$ cat src/sv/assert_macros.svh
// Assertion macros shared by the sequencer RTL.
// Depends on nothing; the including module must provide clk and rst_n.
`ifndef ASSERT_MACROS_SVH
`define ASSERT_MACROS_SVH

// Same-cycle implication, sampled on the rising clock edge outside reset.
`define ASSERT_IMPL(label, ante, cons, msg) \
    label: assert property (@(posedge clk) disable iff (!rst_n) (ante) |-> (cons)) \
        else $error(msg);

// Next-cycle implication, sampled on the rising clock edge outside reset.
`define ASSERT_NEXT(label, ante, cons, msg) \
    label: assert property (@(posedge clk) disable iff (!rst_n) (ante) |=> (cons)) \
        else $error(msg);

`endif

$ cat src/sv/i2c_seq_pkg.sv
// Package for the I2C transaction sequencer: payload structs, phase type
// and command and mode codes. Depends on nothing.
package i2c_seq_pkg;

    // Sequencer phase.
    typedef enum logic [3:0] {
        PH_IDLE  = 4'd0,
        PH_ADDRW = 4'd1,
        PH_OFFS  = 4'd2,
        PH_ADDRR = 4'd3,
        PH_WDATA = 4'd4,
        PH_READ  = 4'd5
    } phase_t;

    // Commands to the byte-level core.
    localparam logic [2:0] CMD_NONE   = 3'd0;
    localparam logic [2:0] CMD_STARTW = 3'd1;
    localparam logic [2:0] CMD_WRITE  = 3'd2;
    localparam logic [2:0] CMD_RDACK  = 3'd3;
    localparam logic [2:0] CMD_RDNACK = 3'd4;
    localparam logic [2:0] CMD_STOP   = 3'd5;

    // Transaction modes.
    localparam logic [1:0] MODE_WRITE = 2'd0;
    localparam logic [1:0] MODE_CUR   = 2'd1;
    localparam logic [1:0] MODE_RAND  = 2'd2;
    localparam logic [1:0] MODE_SEQ   = 2'd3;

    // Item kinds.
    localparam logic KIND_REQUEST = 1'b0;
    localparam logic KIND_EVENT   = 1'b1;

    // Direction bit for the read address byte.
    localparam logic [7:0] READ_BIT = 8'h01;

    typedef struct packed {
        logic       kind;
        logic [1:0] mode;
        logic [7:0] device_addr;
        logic [7:0] start_offset;
        logic [7:0] byte_count;
        logic       nack_seen;
        logic [7:0] rx_byte;
        logic [7:0] tx_byte;
    } in_item_t;

    typedef struct packed {
        logic [2:0] command;
        logic [7:0] tx_out;
        logic       rx_valid;
        logic [7:0] rx_out;
        logic       done_res;
        logic       ok;
    } out_item_t;

endpackage

$ cat src/sv/i2c_transaction_sequencer.sv
// A transaction taken on the input is held in the input register, then loaded into the output register.
// Throughput: one transaction per cycle unless out_ready stalls the output register; the limit is
// the single stage that updates the phase and counters and loads the output register.
// Reset: rst_n clears the phase to idle, the held mode, address, offset and
// count to zero, and both pipeline valid flags.
// Depends on i2c_seq_pkg and assert_macros.svh.
`include "assert_macros.svh"

module i2c_transaction_sequencer (
    input  logic                   clk,
    input  logic                   rst_n,
    input  logic                   in_valid,
    output logic                   in_ready,
    input  i2c_seq_pkg::in_item_t  in_data,
    output logic                   out_valid,
    input  logic                   out_ready,
    output i2c_seq_pkg::out_item_t out_data
);

    // Pipeline registers.
    logic                   in_valid_reg;
    i2c_seq_pkg::in_item_t  in_item_reg;
    logic                   out_valid_reg;
    i2c_seq_pkg::out_item_t out_item_reg;
    logic                   advance;

    // Sequencer state.
    i2c_seq_pkg::phase_t phase_reg, phase_next;
    logic [1:0]          op_mode_reg, op_mode_next;
    logic [7:0]          slave_reg, slave_next;
    logic [7:0]          offset_reg, offset_next;
    logic [7:0]          remaining_reg, remaining_next;
    i2c_seq_pkg::out_item_t result;

    logic       is_event;
    logic       nack;
    logic       rem_zero;
    logic [7:0] rem_dec;

    assign advance   = in_valid_reg && (!out_valid_reg || out_ready);
    assign in_ready  = !in_valid_reg || advance;
    assign out_valid = out_valid_reg;
    assign out_data  = out_item_reg;

    assign is_event = (in_item_reg.kind == i2c_seq_pkg::KIND_EVENT);
    assign nack     = in_item_reg.nack_seen;
    assign rem_zero = (remaining_reg == 8'd0);
    assign rem_dec  = remaining_reg - 8'd1;

    // Valid flags and sequencer state.
    always_ff @(posedge clk or negedge rst_n)
    begin
        if (!rst_n)
        begin
            in_valid_reg  <= 1'b0;
            out_valid_reg <= 1'b0;
            phase_reg     <= i2c_seq_pkg::PH_IDLE;
            op_mode_reg   <= 2'd0;
            slave_reg     <= 8'd0;
            offset_reg    <= 8'd0;
            remaining_reg <= 8'd0;
        end
        else
        begin
            if (in_ready)
            begin
                in_valid_reg <= in_valid;
            end
            if (advance)
            begin
                out_valid_reg <= 1'b1;
                phase_reg     <= phase_next;
                op_mode_reg   <= op_mode_next;
                slave_reg     <= slave_next;
                offset_reg    <= offset_next;
                remaining_reg <= remaining_next;
            end
            else if (out_ready)
            begin
                out_valid_reg <= 1'b0;
            end
        end
    end

    // Payload registers.
    always_ff @(posedge clk)
    begin
        if (in_valid && in_ready)
        begin
            in_item_reg <= in_data;
        end
        if (advance)
        begin
            out_item_reg <= result;
        end
    end

    // Next phase, held request fields and byte counter.
    always_comb
    begin
        phase_next     = phase_reg;
        op_mode_next   = op_mode_reg;
        slave_next     = slave_reg;
        offset_next    = offset_reg;
        remaining_next = remaining_reg;
        if (!is_event)
        begin
            if (phase_reg == i2c_seq_pkg::PH_IDLE)
            begin
                op_mode_next   = in_item_reg.mode;
                slave_next     = in_item_reg.device_addr;
                offset_next    = in_item_reg.start_offset;
                remaining_next = in_item_reg.byte_count;
                if ((in_item_reg.mode inside {i2c_seq_pkg::MODE_CUR, i2c_seq_pkg::MODE_RAND}) &&
                    in_item_reg.byte_count == 8'd0)
                begin
                    phase_next = i2c_seq_pkg::PH_IDLE;
                end
                else if (in_item_reg.mode == i2c_seq_pkg::MODE_CUR)
                begin
                    phase_next = i2c_seq_pkg::PH_ADDRR;
                end
                else
                begin
                    phase_next = i2c_seq_pkg::PH_ADDRW;
                end
            end
        end
        else
        begin
            case (phase_reg)
                i2c_seq_pkg::PH_ADDRW:
                begin
                    phase_next = nack ? i2c_seq_pkg::PH_IDLE : i2c_seq_pkg::PH_OFFS;
                end
                i2c_seq_pkg::PH_OFFS:
                begin
                    if (nack)
                    begin
                        phase_next = i2c_seq_pkg::PH_IDLE;
                    end
                    else if (op_mode_reg == i2c_seq_pkg::MODE_WRITE)
                    begin
                        if (rem_zero)
                        begin
                            phase_next = i2c_seq_pkg::PH_IDLE;
                        end
                        else
                        begin
                            remaining_next = rem_dec;
                            phase_next     = i2c_seq_pkg::PH_WDATA;
                        end
                    end
                    else
                    begin
                        phase_next = i2c_seq_pkg::PH_ADDRR;
                    end
                end
                i2c_seq_pkg::PH_WDATA:
                begin
                    if (nack || rem_zero)
                    begin
                        phase_next = i2c_seq_pkg::PH_IDLE;
                    end
                    else
                    begin
                        remaining_next = rem_dec;
                    end
                end
                i2c_seq_pkg::PH_ADDRR:
                begin
                    if (nack || (op_mode_reg == i2c_seq_pkg::MODE_SEQ && rem_zero))
                    begin
                        phase_next = i2c_seq_pkg::PH_IDLE;
                    end
                    else
                    begin
                        if (!rem_zero)
                        begin
                            remaining_next = rem_dec;
                        end
                        phase_next = i2c_seq_pkg::PH_READ;
                    end
                end
                i2c_seq_pkg::PH_READ:
                begin
                    if (op_mode_reg == i2c_seq_pkg::MODE_CUR)
                    begin
                        if (nack || rem_zero)
                        begin
                            phase_next = i2c_seq_pkg::PH_IDLE;
                        end
                        else
                        begin
                            phase_next = i2c_seq_pkg::PH_ADDRR;
                        end
                    end
                    else if (op_mode_reg == i2c_seq_pkg::MODE_RAND)
                    begin
                        offset_next = offset_reg + 8'd1;
                        phase_next  = rem_zero ? i2c_seq_pkg::PH_IDLE
                                               : i2c_seq_pkg::PH_ADDRW;
                    end
                    else if (rem_zero)
                    begin
                        phase_next = i2c_seq_pkg::PH_IDLE;
                    end
                    else
                    begin
                        remaining_next = rem_dec;
                    end
                end
                default:
                begin
                    phase_next = i2c_seq_pkg::PH_IDLE;
                end
            endcase
        end
    end

    // Result for the transaction in the input register.
    always_comb
    begin
        result = '0;
        if (!is_event)
        begin
            if (phase_reg == i2c_seq_pkg::PH_IDLE)
            begin
                if ((in_item_reg.mode inside {i2c_seq_pkg::MODE_CUR, i2c_seq_pkg::MODE_RAND}) &&
                    in_item_reg.byte_count == 8'd0)
                begin
                    result.command  = i2c_seq_pkg::CMD_STOP;
                    result.done_res = 1'b1;
                    result.ok       = 1'b1;
                end
                else if (in_item_reg.mode == i2c_seq_pkg::MODE_CUR)
                begin
                    result.command = i2c_seq_pkg::CMD_STARTW;
                    result.tx_out  = in_item_reg.device_addr | i2c_seq_pkg::READ_BIT;
                end
                else
                begin
                    result.command = i2c_seq_pkg::CMD_STARTW;
                    result.tx_out  = in_item_reg.device_addr;
                end
            end
        end
        else
        begin
            case (phase_reg)
                i2c_seq_pkg::PH_ADDRW:
                begin
                    if (nack)
                    begin
                        result.command  = i2c_seq_pkg::CMD_STOP;
                        result.done_res = 1'b1;
                    end
                    else
                    begin
                        result.command = i2c_seq_pkg::CMD_WRITE;
                        result.tx_out  = offset_reg;
                    end
                end
                i2c_seq_pkg::PH_OFFS:
                begin
                    if (nack)
                    begin
                        result.command  = i2c_seq_pkg::CMD_STOP;
                        result.done_res = 1'b1;
                    end
                    else if (op_mode_reg == i2c_seq_pkg::MODE_WRITE)
                    begin
                        if (rem_zero)
                        begin
                            result.command  = i2c_seq_pkg::CMD_STOP;
                            result.done_res = 1'b1;
                            result.ok       = 1'b1;
                        end
                        else
                        begin
                            result.command = i2c_seq_pkg::CMD_WRITE;
                            result.tx_out  = in_item_reg.tx_byte;
                        end
                    end
                    else
                    begin
                        result.command = i2c_seq_pkg::CMD_STARTW;
                        result.tx_out  = slave_reg | i2c_seq_pkg::READ_BIT;
                    end
                end
                i2c_seq_pkg::PH_WDATA:
                begin
                    if (nack || rem_zero)
                    begin
                        result.command  = i2c_seq_pkg::CMD_STOP;
                        result.done_res = 1'b1;
                        result.ok       = !nack;
                    end
                    else
                    begin
                        result.command = i2c_seq_pkg::CMD_WRITE;
                        result.tx_out  = in_item_reg.tx_byte;
                    end
                end
                i2c_seq_pkg::PH_ADDRR:
                begin
                    if (nack || (op_mode_reg == i2c_seq_pkg::MODE_SEQ && rem_zero))
                    begin
                        result.command  = i2c_seq_pkg::CMD_STOP;
                        result.done_res = 1'b1;
                        result.ok       = !nack;
                    end
                    else if (op_mode_reg == i2c_seq_pkg::MODE_SEQ && rem_dec != 8'd0)
                    begin
                        result.command = i2c_seq_pkg::CMD_RDACK;
                    end
                    else
                    begin
                        result.command = i2c_seq_pkg::CMD_RDNACK;
                    end
                end
                i2c_seq_pkg::PH_READ:
                begin
                    // A current read drops the byte on a missing acknowledge.
                    if (op_mode_reg == i2c_seq_pkg::MODE_CUR && nack)
                    begin
                        result.command  = i2c_seq_pkg::CMD_STOP;
                        result.done_res = 1'b1;
                    end
                    else
                    begin
                        result.rx_valid = 1'b1;
                        result.rx_out   = in_item_reg.rx_byte;
                        if (rem_zero)
                        begin
                            result.command  = i2c_seq_pkg::CMD_STOP;
                            result.done_res = 1'b1;
                            result.ok       = 1'b1;
                        end
                        else if (op_mode_reg == i2c_seq_pkg::MODE_CUR)
                        begin
                            result.command = i2c_seq_pkg::CMD_STARTW;
                            result.tx_out  = slave_reg | i2c_seq_pkg::READ_BIT;
                        end
                        else if (op_mode_reg == i2c_seq_pkg::MODE_RAND)
                        begin
                            result.command = i2c_seq_pkg::CMD_STARTW;
                            result.tx_out  = slave_reg;
                        end
                        else if (rem_dec != 8'd0)
                        begin
                            result.command = i2c_seq_pkg::CMD_RDACK;
                        end
                        else
                        begin
                            result.command = i2c_seq_pkg::CMD_RDNACK;
                        end
                    end
                end
                default:
                begin
                    result = '0;
                end
            endcase
        end
    end

    // Checks on the sequencer logic.
    `ASSERT_NEXT(a_done_goes_idle, advance && result.done_res, phase_reg == i2c_seq_pkg::PH_IDLE, "done without return to idle")
    `ASSERT_IMPL(a_rx_only_in_read, advance && result.rx_valid, is_event && phase_reg == i2c_seq_pkg::PH_READ, "read byte delivered outside the read phase")
    `ASSERT_IMPL(a_ok_needs_done, out_valid_reg && out_item_reg.ok, out_item_reg.done_res && out_item_reg.command == i2c_seq_pkg::CMD_STOP, "ok flagged without a stop")
    `ASSERT_IMPL(a_ready_when_empty, !out_valid_reg, in_ready, "input stalled with an empty output register")

endmodule

$ cat config.mk
export PLATFORM = sky130hd
export DESIGN_NAME = i2c_transaction_sequencer
export DESIGN_NICKNAME = d
export VERILOG_FILES = /design/src/sv/i2c_seq_pkg.sv /design/src/sv/i2c_transaction_sequencer.sv
export VERILOG_INCLUDE_DIRS = /design/src /design/src/sv
export SDC_FILE = /design/constraint.sdc
export NUM_CORES = 1
export LEC_CHECK = 0
export ABC_AREA = 0
export BUFFER_PORTS_ARGS = -buffer_cell sky130_fd_sc_hd__buf_2
export CAP_MARGIN = 20
export CORE_UTILIZATION = 45
export CTS_CLUSTER_DIAMETER = 30
export DETAILED_ROUTE_END_ITERATION = 16
export GPL_ROUTABILITY_DRIVEN = 0
export PLACE_DENSITY = 0.66
export SYNTH_ARGS = -nofsm -noshare
export SYNTH_HDL_FRONTEND = slang
export SYNTH_SLANG_ARGS = --single-unit
export TNS_END_PERCENT = 100
$ cat constraint.sdc
create_clock -name clk -period 4.84 [get_ports clk]
set_clock_uncertainty 0.1 [all_clocks]
set_input_delay 0.726 -clock clk [delete_from_list [all_inputs] [get_ports clk]]
set_output_delay 0.726 -clock clk [all_outputs]
set_load 0.1 [all_outputs]
Word-level counts from Yosys, hierarchy flattened
Index checks and enable logic that the tools add are counted.
Widths: inputs -> output; s select.
{"block": "totals", "regBits": 98, "input_bits": 48, "out_inout_bits": 24, "word_cells": 147}
{"block": "classes", "n_addsub": 2, "n_eq_ne": 22, "mux": 73, "bitwise": 2, "reduce_logical": 27}
{"operator": "$mux 8", "n": 21}
{"operator": "$pmux 8 s4", "n": 2}
{"operator": "$mux 11", "n": 4}
{"operator": "$mux 3", "n": 13}
{"operator": "$mux 4", "n": 8}
{"operator": "$mux 2", "n": 11}
{"operator": "$ne 3x3->1 const B", "n": 7}
{"operator": "$pmux 4 s5", "n": 1}
{"operator": "$mux 17", "n": 1}
{"operator": "$logic_not 8->1", "n": 2}
{"operator": "$pmux 3 s5", "n": 1}
{"operator": "$mux 1", "n": 9}
{"operator": "$reduce_and 9->1", "n": 1}
{"operator": "$add 8x1->8 const B", "n": 1}
{"operator": "$eq 4x2->1 const B", "n": 2}
{"operator": "$eq 4x3->1 const B", "n": 2}
{"operator": "$reduce_bool 8->1", "n": 1}
{"operator": "$sub 8x1->8 const B", "n": 1}
{"operator": "$eq 2x2->1 const B", "n": 3}
{"operator": "$logic_and 1x1->1", "n": 6}
{"operator": "$reduce_bool 2->1", "n": 3}
{"operator": "$ne 5x1->1 const B", "n": 1}
{"operator": "$ne 5x5->1 const B", "n": 1}
{"operator": "$pmux 1 s5", "n": 1}
{"operator": "other kinds (15)", "n": 23}

Depth between registers and ports, before layout
Gate-level depths: netlist (run 1).
{"block": "depth", "depth_word": 9, "depth_mapped": 8, "depth_no_buf": 7}

Worst setup path after synthesis (run 1)
Ideal clock, no wire load.
{"block": "synth_timing", "kind": "reg2reg", "startpoint": "register out_valid_reg (netlist: out_valid)", "endpoint": "register in_item_reg[0] in the netlist's numbering (enable)", "setup_time_ns": 0.459, "t_arrival_ns": 2.859, "required_ns": 4.281, "setup_slack_ns": 1.422, "stages_incl_launch_ff": 3, "path_buffers": 0, "synth_period_minus_slack_ns": 3.418, "path_cell_list": "dfrtp_1 nand3b_1 and2_1"}
{"block": "synth_between", "elab_chain_len": 5}
{"item": "from (decl)", "line_no": "i2c_transaction_sequencer.sv:23", "text": "logic out_valid_reg;"}
{"item": "from (signal assigned)", "line_no": "i2c_transaction_sequencer.sv:56", "text": "out_valid_reg <= 1'b0;"}
{"item": "from (signal assigned)", "line_no": "i2c_transaction_sequencer.sv:71", "text": "out_valid_reg <= 1'b1;"}
{"item": "from (signal assigned)", "line_no": "i2c_transaction_sequencer.sv:80", "text": "out_valid_reg <= 1'b0;"}
{"item": "$logic_not 1->1", "line_no": "i2c_transaction_sequencer.sv:40", "text": "assign advance = in_valid_reg && (!out_valid_reg || out_ready);"}
{"item": "$logic_or 1x1->1", "line_no": "i2c_transaction_sequencer.sv:40"}
{"item": "$logic_and 1x1->1", "line_no": "i2c_transaction_sequencer.sv:40"}
{"item": "$logic_or 1x1->1", "line_no": "i2c_transaction_sequencer.sv:41", "text": "assign in_ready = !in_valid_reg || advance;"}
{"item": "named net in_ready", "line_no": "i2c_transaction_sequencer.sv:13", "text": "output logic in_ready,"}
{"item": "$logic_and 1x1->1", "line_no": "i2c_transaction_sequencer.sv:88", "text": "if (in_valid && in_ready)"}
{"item": "to (signal assigned)", "line_no": "i2c_transaction_sequencer.sv:90", "text": "in_item_reg <= in_data;"}
{"item": "to (decl)", "line_no": "i2c_transaction_sequencer.sv:22", "text": "i2c_seq_pkg::in_item_t in_item_reg;"}
The timed path passes the listed nets, and every way through them passes these cells.
A chain may end at the register's enable or synchronous reset.

Worst setup path in the final report (run 1)
{"block": "layout_timing", "startpoint": "register phase_reg[0]", "endpoint": "register remaining_reg[3]"}
{"block": "layout_between", "elab_chain_len": 3, "elab_cells_between_ends": 16, "cone_classes": "eq/ne (11); mux (2); reduce/logical (3)"}
{"item": "from (decl)", "line_no": "i2c_transaction_sequencer.sv:28", "text": "i2c_seq_pkg::phase_t phase_reg, phase_next;"}
{"item": "from (signal assigned)", "line_no": "i2c_transaction_sequencer.sv:57", "text": "phase_reg <= i2c_seq_pkg::PH_IDLE;"}
{"item": "from (signal assigned)", "line_no": "i2c_transaction_sequencer.sv:72", "text": "phase_reg <= phase_next;"}
{"item": "$eq 4x3->1 (tied with other cells)", "line_no": "i2c_transaction_sequencer.sv:131", "text": "case (phase_reg)"}
{"item": "$ne 5x1->1 (no source line) (tied with other cells)"}
{"item": "$reduce_and 9->1 (no source line) or $mux 8 (tied branches)"}
{"item": "to (signal assigned)", "line_no": "i2c_transaction_sequencer.sv:76", "text": "remaining_reg <= remaining_next;"}
{"item": "to (decl)", "line_no": "i2c_transaction_sequencer.sv:32", "text": "logic [7:0] remaining_reg, remaining_next;"}
Parallel ways exist; a longest one is shown, timed or not.

==> metrics, run 1 <==
status=complete, no violations; Std-Cell Rows=36; Worst Path Arrival=about 2.8 ns; Total GRT Usage=between 15 and 20%; WL final=between 9000 and 10000 um; Detail Route Antenna Nets=0; Fillers=892; Critical Path RT=roughly 5.0 ns; Reg2Reg Depth=5; RSZ-0062 raised after global routing=false; Slew headroom=between 30% and 40%; Worst Hold Class=primary input to async pin; # DRC=0; Initial Util=between 40% and 50%; startpoint types=flip-flop; gate count after technology mapping=401; cell area after synthesis=between 4000 and 5000 sq um; first-pass GRT wire length=approximately 16000 um; syn_nets=458; initial antenna violation count=0; share of layout cells above drive strength 1=21.7%; area delta synth->final=13.9%; worst slew pin tran=between 1 and 1.5 ns; TritonCTS sink count=97; asr flop ratio synth=32.0%; Vias=between 3k and 4k; CTS clk-pin slew, worst paths=roughly 0.090 ns; CTS tree=yes; post-CTS sizing=0; Setup Crit Path Kind=flip-flop to flip-flop; Finish-stage setup viols=0; multi-input combinational cell area=between 1500 and 2000 sq um; Final Max Tran Viols=0; Die Ht=between 100 and 150 um; CP cell instances=or3_1, nor2_1, and2_1, a21oi_1, o32a_1; register area=around 2800 sq um; Distinct cells, synth=approximately 70; Vias/cell=around 5.6; number of flip-flops under the largest register name=42; R2R Path End=remaining_reg[3]; TNS Setup=0 ns; R2R setup slack=~2.2 ns; ant diodes=0; total die area=10700 sq um; Final Cycle Share=55.5%; Core ar.=between 9000 and 10000 sq um; Max-cap violations=0; Slowest-stage cell, CP=and2_1; Crit Path Max Fanout=25; Reg-to-Reg Start=phase_reg[0]; synth warn=0; Pleak=between 0.002 and 0.0025 uW; Power Density=~500 nW/um^2; Tot Pwr=about 2700 uW; Hold Violations, Final=0; Post-synth top flop=edfxtp_1; crit path capture type=flip-flop; CTS HTree Levels=3; dpl hpwl=approximately 6900 um; drt first pass iters=5; syn_area_per_cell=~12 sq um; VDD IR-drop max=around 300 uV; nets@finish=between 500 and 600; grt ovf=0; Die W=~100 um; Clock Path Buffers=2; largest net degree at the start of global routing=45; total CTS buffers=9; number of global-route vias before repair=3154; root buffer cell=clkbuf_8; Skew-Pair Late Insertion Delay=around 0.36 ns; Post-CTS Setup Bufs=0; slowest stage delay, CP=roughly 0.84 ns; Avg WL per Cell=16.5 um; input/output buffers=71; number of synthesized flops with an enable pin=66; Ports=72; register area share after synthesis=59.4%; critical path startpoint=phase_reg[0]; Max Clk Rate=372 MHz; cts hold-fix bufs=0; utilization after layout=a little over half; min Tclk post-route=between 2 and 3 ns; Iter 0 DRT Violations=around 240; flops & latches, synth=97
power by group:
part | switching [uW] | internal (uW)
combinational | 569 | 287
clock | 278 | 284
sequential | 179 | 1060
total | 1030 | 1630
cell usage after synthesis, types with 3 or more instances:
library cell	number	area [sq um]
a21o_1	3	22.5
a21oi_1	15	75.1
a22oi_1	24	180
and2_1	13	81.3
buf_2	7	35.0
clkbuf_1	8	30.0
dfrtp_1	31	776
edfxtp_1	66	1980
ha_1	9	113
inv_1	11	41.3
nand2_1	46	173
nand2b_1	8	50.1
nand3_1	9	45.0
nand4_1	6	37.5
nor2_1	25	93.8
nor2b_1	4	25.0
nor3_1	3	15.0
nor4_1	4	25.0
o21ai_0	31	155
o21ai_1	4	20.0
o21bai_1	3	22.5
o41ai_1	3	26.3
or3_1	4	25.0
logic make-up after synthesis:
logic type / count (synthesis) / share of synthesized area, %
compound gates: 113 / 16.3
xor+xnor: 1 / 0.189
fa+ha+maj: 9 / 2.42
buf+inv: 31 / 3.18
flops: 97 / 59.4
mux: 2 / 0.431
simple gates: 148 / 18.1
critical path, delay by kind of cell (launching register included):
family,cells,cell delay [ns]
compound gates,2,0.36
simple gates,3,1.50
flops,1,0.60
how the worst max path moves through the flow:
stage	end
after floorplan	in_item_reg[0]
after global placement	remaining_reg[3]
after detailed placement	remaining_reg[3]
after CTS	remaining_reg[3]
after global routing	remaining_reg[0]
final	remaining_reg[3]
final cells by class:
| cell class | count | area share, % |
|---|---|---|
| Sequential cell | 97 | 52.1 |
| Clock buffer | 13 | 3.19 |
| Timing Repair Buffer | 73 | 7.00 |
| Inverter | 11 | 0.780 |
| Tap cell | 133 | 3.14 |
| Multi-Input combinational cell | 273 | 32.9 |
| Clock inverter | 3 | 0.875 |
layout by cell type (no fill, tap or decap), types with 12 or more instances in the layout:
cell / Yosys / routed
edfxtp_1: 66 / 66
a22oi_1: 24 / 24
a21oi_1: 15 / 15
nand2_1: 46 / 46
and2_1: 13 / 12
dfrtp_1: 31 / 31
buf_2: 7 / 71
nor2_1: 25 / 25
clkbuf_8: 0 / 12
o21ai_0: 31 / 31
routing by layer:
| metal | global-route usage, % | wire, um | up-vias |
|---|---|---|---|
| met5 | 0 | 0 | - |
| met4 | 8.28 | 202 | 0 |
| met3 | 3.71 | 620 | 16 |
| met2 | 31.5 | 4860 | 139 |
| met1 | 25.7 | 4260 | 1583 |
| li1 | - | - | 1641 |
metrics by stage:
step / setup WS [ns] / instance area (sq um) / instances / hold WS (ns)
2_1_floorplan: 1.42 / 4640 / 401 / 0.330
3_3_place_gp: 2.30 / 5080 / 587 / 0.354
3_5_place_dp: 2.23 / 5080 / 587 / 0.363
4_1_cts: 2.22 / 5290 / 603 / 0.326
5_1_grt: 1.99 / 5290 / 603 / 0.373
6_report: 2.15 / 5290 / 603 / 0.323
Note: power is estimated with default switching activity, not from simulation.
==> inputs of run 2 (changes only) <==
Settings changed: ABC_AREA 0 to 1, PLACE_DENSITY 0.66 to 0.68.
Clock period 4.84 ns to 2.3 ns, I/O delays scaled along.
==> metrics, run 2 <==
Critical Path RT=2.32 ns; Tot Pwr=~6300 uW; slowest stage delay, CP=about 0.42 ns; number of flip-flops under the largest register name=42; ant diodes=0; drt first pass iters=4; syn_area_per_cell=10.3 sq um; Std-Cell Rows=36; Core ar.=between 9000 and 10000 sq um; CP Buf/Inv Count=1; Final Cycle Share=88.5%; CP cell instances=inv_1, ha_2, nand2_1, nand2_1, nand3_1, nor2_2, nand3_1, nand3_1, nand3_1, nand2_1, nand2_1; top cell type's share of synthesized area=a little over two fifths; dpl hpwl=6940 um; commonest non-fill, non-tap cell in the layout=nand2_1; CTS HTree Levels=3; Post-synth top flop=edfxtp_1; Worst Path Arrival=slightly above 2 ns; Post-CTS Setup Bufs=0; WL final=around 9400 um; VDD IR-drop max=roughly 540 uV; largest net degree at the start of global routing=37; worst slew pin tran=roughly 0.75 ns; Die W=104 um; CP delay by family, top=simple AND/OR/NAND/NOR gates; Hold Violations, Final=0; Worst Hold Class=primary input to flip-flop; nets@finish=between 500 and 600; RSZ-0062 raised after global routing=false; Crit Path Max Fanout=5; share of layout cells above drive strength 1=29.6%; Vias=~3.4k; Ports=72; Distinct cells, synth=48; Iter 0 DRT Violations=172; synth warn=0; root buffer cell=clkbuf_8; Die Ht=104 um; gate count after technology mapping=between 400 and 500; TritonCTS sink count=97; Power Density=about 1200 nW/um^2; crit path capture type=flip-flop; status=complete, no violations; TNS Setup=0 ns; Fillers=between 800 and 900; startpoint types=flip-flop; total CTS buffers=9; first-pass GRT wire length=between 15000 and 20000 um; CTS tree=yes; Final Max Tran Viols=0; number of synthesized flops with an enable pin=66; Finish-stage setup viols=0; initial antenna violation count=0; Slowest-stage cell, CP=dfrtp_1; Synth area leader=edfxtp_1; Avg WL per Cell=roughly 14 um; area delta synth->final=15.3%; cell area after synthesis=approximately 4700 sq um; CTS clk-pin slew, worst paths=0.09 ns; Detail Route Antenna Nets=0; Max Clk Rate=491 MHz; Total GRT Usage=roughly a fifth; # DRC=0; Vias/cell=between 5 and 6; asr flop ratio synth=32.0%; Post-synth top cells=nand2_1, edfxtp_1, inv_1; count leader, synth=nand2_1; syn_nets=roughly 510; number of global-route vias before repair=between 3k and 4k; input/output buffers=71; synth top area cells=edfxtp_1, dfrtp_1, nand2_1; most frequent cells in the layout=nand2_1, buf_2, edfxtp_1, inv_1, nor2_1; grt ovf=0; Pleak=~0.0024 uW; Slew headroom=50.2%; flops & latches, synth=97; Clock Path Buffers=2; Max-cap violations=0; total die area=10900 sq um; Setup Crit Path Kind=flip-flop to flip-flop; Initial Util=about 47%; register area share after synthesis=roughly 59%; min Tclk post-route=2.04 ns; Skew-Pair Late Insertion Delay=~0.36 ns
==> run 2: cell count changes in the layout (fill, tap and decap cells not counted), sizes merged, moves of 6 or more <==
cell    change
mux2        +6
a22oi      -23
nand2      +71
nor2       +21
nand2b      -8
and2       -13
inv        +38
nand3      +16
==> run 2: power breakdown <==
group / leakage, uW / total (uW) / switching (uW) / internal [uW]
sequential: 0.00102 / 2610 / 299 / 2310
clock: 0.0000937 / 1070 / 569 / 504
combinational: 0.00124 / 2620 / 1860 / 766
==> run 2: layer usage <==
metal	up-vias	track usage [%]	share of wire, %
met3	10	3.88	4.4
met2	91	33.9	51
met1	1584	22.8	43
li1	1692	-	-
met4	0	6.43	1.3
met5	-	0	0
==> run 2: logic make-up after synthesis <==
kind of cell | count (synthesis) | synth area share [%]
and+or+nand+nor | 205 | 20.8
buffers and inverters | 61 | 5.67
muxes | 6 | 1.44
adders and majority gates | 9 | 2.40
DFF | 97 | 58.7
xor gates and xnor gates | 4 | 0.746
AOI/OAI and AO/OA | 72 | 10.3
==> run 2: path summary, 6_finish.rpt <==
kind	from	endpoint	slack, ns	cells after the start
worst max-delay path	remaining_reg[0]	out_data[19]	0.26	11
worst min-delay path	in_data[10]	in_item_reg[10]	0.05	1
worst max register to register	remaining_reg[0]	out_data[19]	0.26	11
worst min register to register	in_item_reg[42]	op_mode_reg[1]	0.40	2
max in group asynchronous	rst_n	out_valid	1.08	2
min in group asynchronous	rst_n	offset_reg[5]	0.48	2
==> run 2: metrics by stage <==
step	std cells	util [%]	area, sq um	hold WS [ns]	setup slack [ns]
3_3_place_gp	654	52.4	5210	0.352	0.328
4_1_cts	671	54.3	5410	0.0279	0.219
3_5_place_dp	654	52.4	5210	0.350	0.234
2_1_floorplan	454	-	4720	-0.0506	0.00320
5_1_grt	671	54.4	5420	0.0235	0.0432
6_report	671	54.4	5420	0.0485	0.264
==> run 2: layout make-up <==
cell class | instances | area [sq um] | area share, %
Sequential cell | 97 | 2760 | 51.0
Timing Repair Buffer | 78 | 410 | 7.58
Clock buffer | 11 | 131 | 2.43
Tap cell | 133 | 166 | 3.07
Multi-Input combinational cell | 296 | 1690 | 31.3
Clock inverter | 5 | 56.3 | 1.04
Inverter | 51 | 195 | 3.60
==> run 2: repair_timing <==
action                                  CTS  global route
endpoints found under the setup margin    0             1
gates resized for setup                   0             2
hold buffers                              1             0
endpoints found under the hold margin    31             0
==> inputs of run 3 (changes only) <==
Settings changed: BUFFER_PORTS_ARGS -buffer_cell sky130_fd_sc_hd__buf_2 to -buffer_cell sky130_fd_sc_hd__buf_4.
==> metrics, run 3 (same netlist as run 2, synthesis figures left out) <==
power share of the clock group=17.1%; Ports=around 70; largest net degree at the start of global routing=37; share of layout cells above drive strength 1=between 20 and 30%; total CTS buffers=9; part of the power in registers=about two fifths; Final Max Tran Viols=0; Post-CTS Setup Bufs=0; TNS Setup=0 ns; dpl hpwl=between 7000 and 8000 um; Max-cap violations=0; nets@finish=590; R2R setup slack=~0.26 ns; Power Density=about 1100 nW/um^2; Detail Route Antenna Nets=0; most frequent cells in the layout=nand2_1, buf_4, edfxtp_1, inv_1, nor2_1; NetSw=between 2000 and 3000 uW; total die area=about 11000 sq um; Final Cycle Share=88.6%; TritonCTS sink count=97; combinational power share=a little over two fifths; VDD IR-drop max=443 uV; Initial Util=between 40 and 50%; status=complete, no violations; WL final=slightly below 10000 um; crit path capture type=flip-flop; CTS HTree Levels=3; CTS tree=yes; Vias=3400; Total GRT Usage=a little under a fifth; first-pass GRT wire length=~16000 um; area delta synth->final=19.1%; CTS clk-pin slew, worst paths=0.09 ns; Clock Path Buffers=2; Critical Path RT=around 2.3 ns; Die W=between 100 and 150 um; input/output buffers=approximately 70; Pleak=about 0.0024 uW; Final Non-Filler Cells=671; initial antenna violation count=0; Worst Hold Path Cells=1; Hold Violations, Final=0; Max Clk Rate=approximately 500 MHz; drt first pass iters=5; Worst Hold Class=primary input to flip-flop; Reg-to-Reg Start=remaining_reg[0]; Worst Path Arrival=about 2.1 ns; Slew headroom=roughly 70%; startpoint types=flip-flop; worst slew pin tran=around 0.45 ns; Die Ht=around 100 um; R2R Path End=out_data[14]; Int Power=approximately 3600 uW; Reg2Reg Depth=11; Avg WL per Cell=roughly 14 um; Vias/cell=just over 5; min Tclk post-route=around 2.0 ns; Iter 0 DRT Violations=between 200 and 250; # DRC=0; number of global-route vias before repair=roughly 3.3k; root buffer cell=clkbuf_8; hold path endpoint=in_item_reg[5]; Finish-stage setup viols=0; ant diodes=0; Skew-Pair Late Insertion Delay=0.38 ns; Core ar.=9950 sq um; RSZ-0062 raised after global routing=false; commonest non-fill, non-tap cell in the layout=nand2_1; placed insts=654; Setup Crit Path Kind=flip-flop to flip-flop; number of flip-flops under the largest register name=between 40 and 50; Crit Path Max Fanout=7; worst hold slack=about 0.038 ns; grt ovf=0; worst hold start=in_data[5]; switching portion of total power=between 40 and 50%; Std-Cell Rows=36
[run 3: final cells by class]
| type | instances | area, sq um |
|---|---|---|
| Inverter | 51 | 195 |
| Timing Repair Buffer | 78 | 588 |
| Clock inverter | 6 | 66.3 |
| Fill cell | 842 | 4360 |
| Tap cell | 133 | 166 |
| Clock buffer | 10 | 128 |
| Multi-Input combinational cell | 296 | 1690 |
| Sequential cell | 97 | 2760 |
[run 3: power by group through the flow]
stage,clock [uW],sequential (uW),combinational [uW]
after floorplan,0,3130,1600
after global placement,0,2640,2640
after detailed placement,0,2650,2690
after CTS,1140,2610,2700
after global routing,1200,2660,2950
final,1100,2610,2700
[run 3: how the worst max path moves through the flow]
| stage | start | endpoint | slack [ns] | depth (start not counted) |
|---|---|---|---|---|
| after floorplan | out_valid | in_item_reg[0] | 0.003 | 3 |
| after global placement | remaining_reg[0] | out_data[19] | 0.33 | 10 |
| after detailed placement | remaining_reg[0] | out_data[19] | 0.24 | 10 |
| after CTS | remaining_reg[0] | out_data[19] | 0.23 | 10 |
| after global routing | remaining_reg[0] | out_data[19] | 0.03 | 10 |
| final | remaining_reg[0] | out_data[14] | 0.26 | 11 |
[run 3: timing repair]
item                                    CTS  global route
hold endpoints to repair                 31             0
resized for setup                         0             1
hold buffers                              1             0
endpoints found under the setup margin    0             1
[run 3: per-stage QoR]
stage	power (uW)	area [sq um]	util [%]	setup WS [ns]
6_report	6410	5600	56.2	0.262
5_1_grt	6810	5600	56.2	0.0289
4_1_cts	6440	5590	56.2	0.229
3_5_place_dp	5330	5390	54.1	0.240
3_3_place_gp	5270	5390	54.1	0.326
2_1_floorplan	4740	4720	-	0.00320
[run 3: metal layers]
layer,vias up,global-route usage [%],wire length (um)
li1,1696,-,-
met1,1578,22.2,4070
met2,106,32.7,4830
met3,20,3.82,508
met4,0,10.3,248
met5,-,0,0
[run 3: worst max-delay path, stage by stage, from the launching register on]
cell and delay [ns]:
dfrtp_1 0.41, inv_1 0.14, ha_1 0.23, nand2_1 0.11
nor2_4 0.17, inv_2 0.08, nand3_2 0.11, nand2_4 0.09
nand2_2 0.07, o21ai_2 0.05, a21oi_1 0.16, o21ai_2 0.06
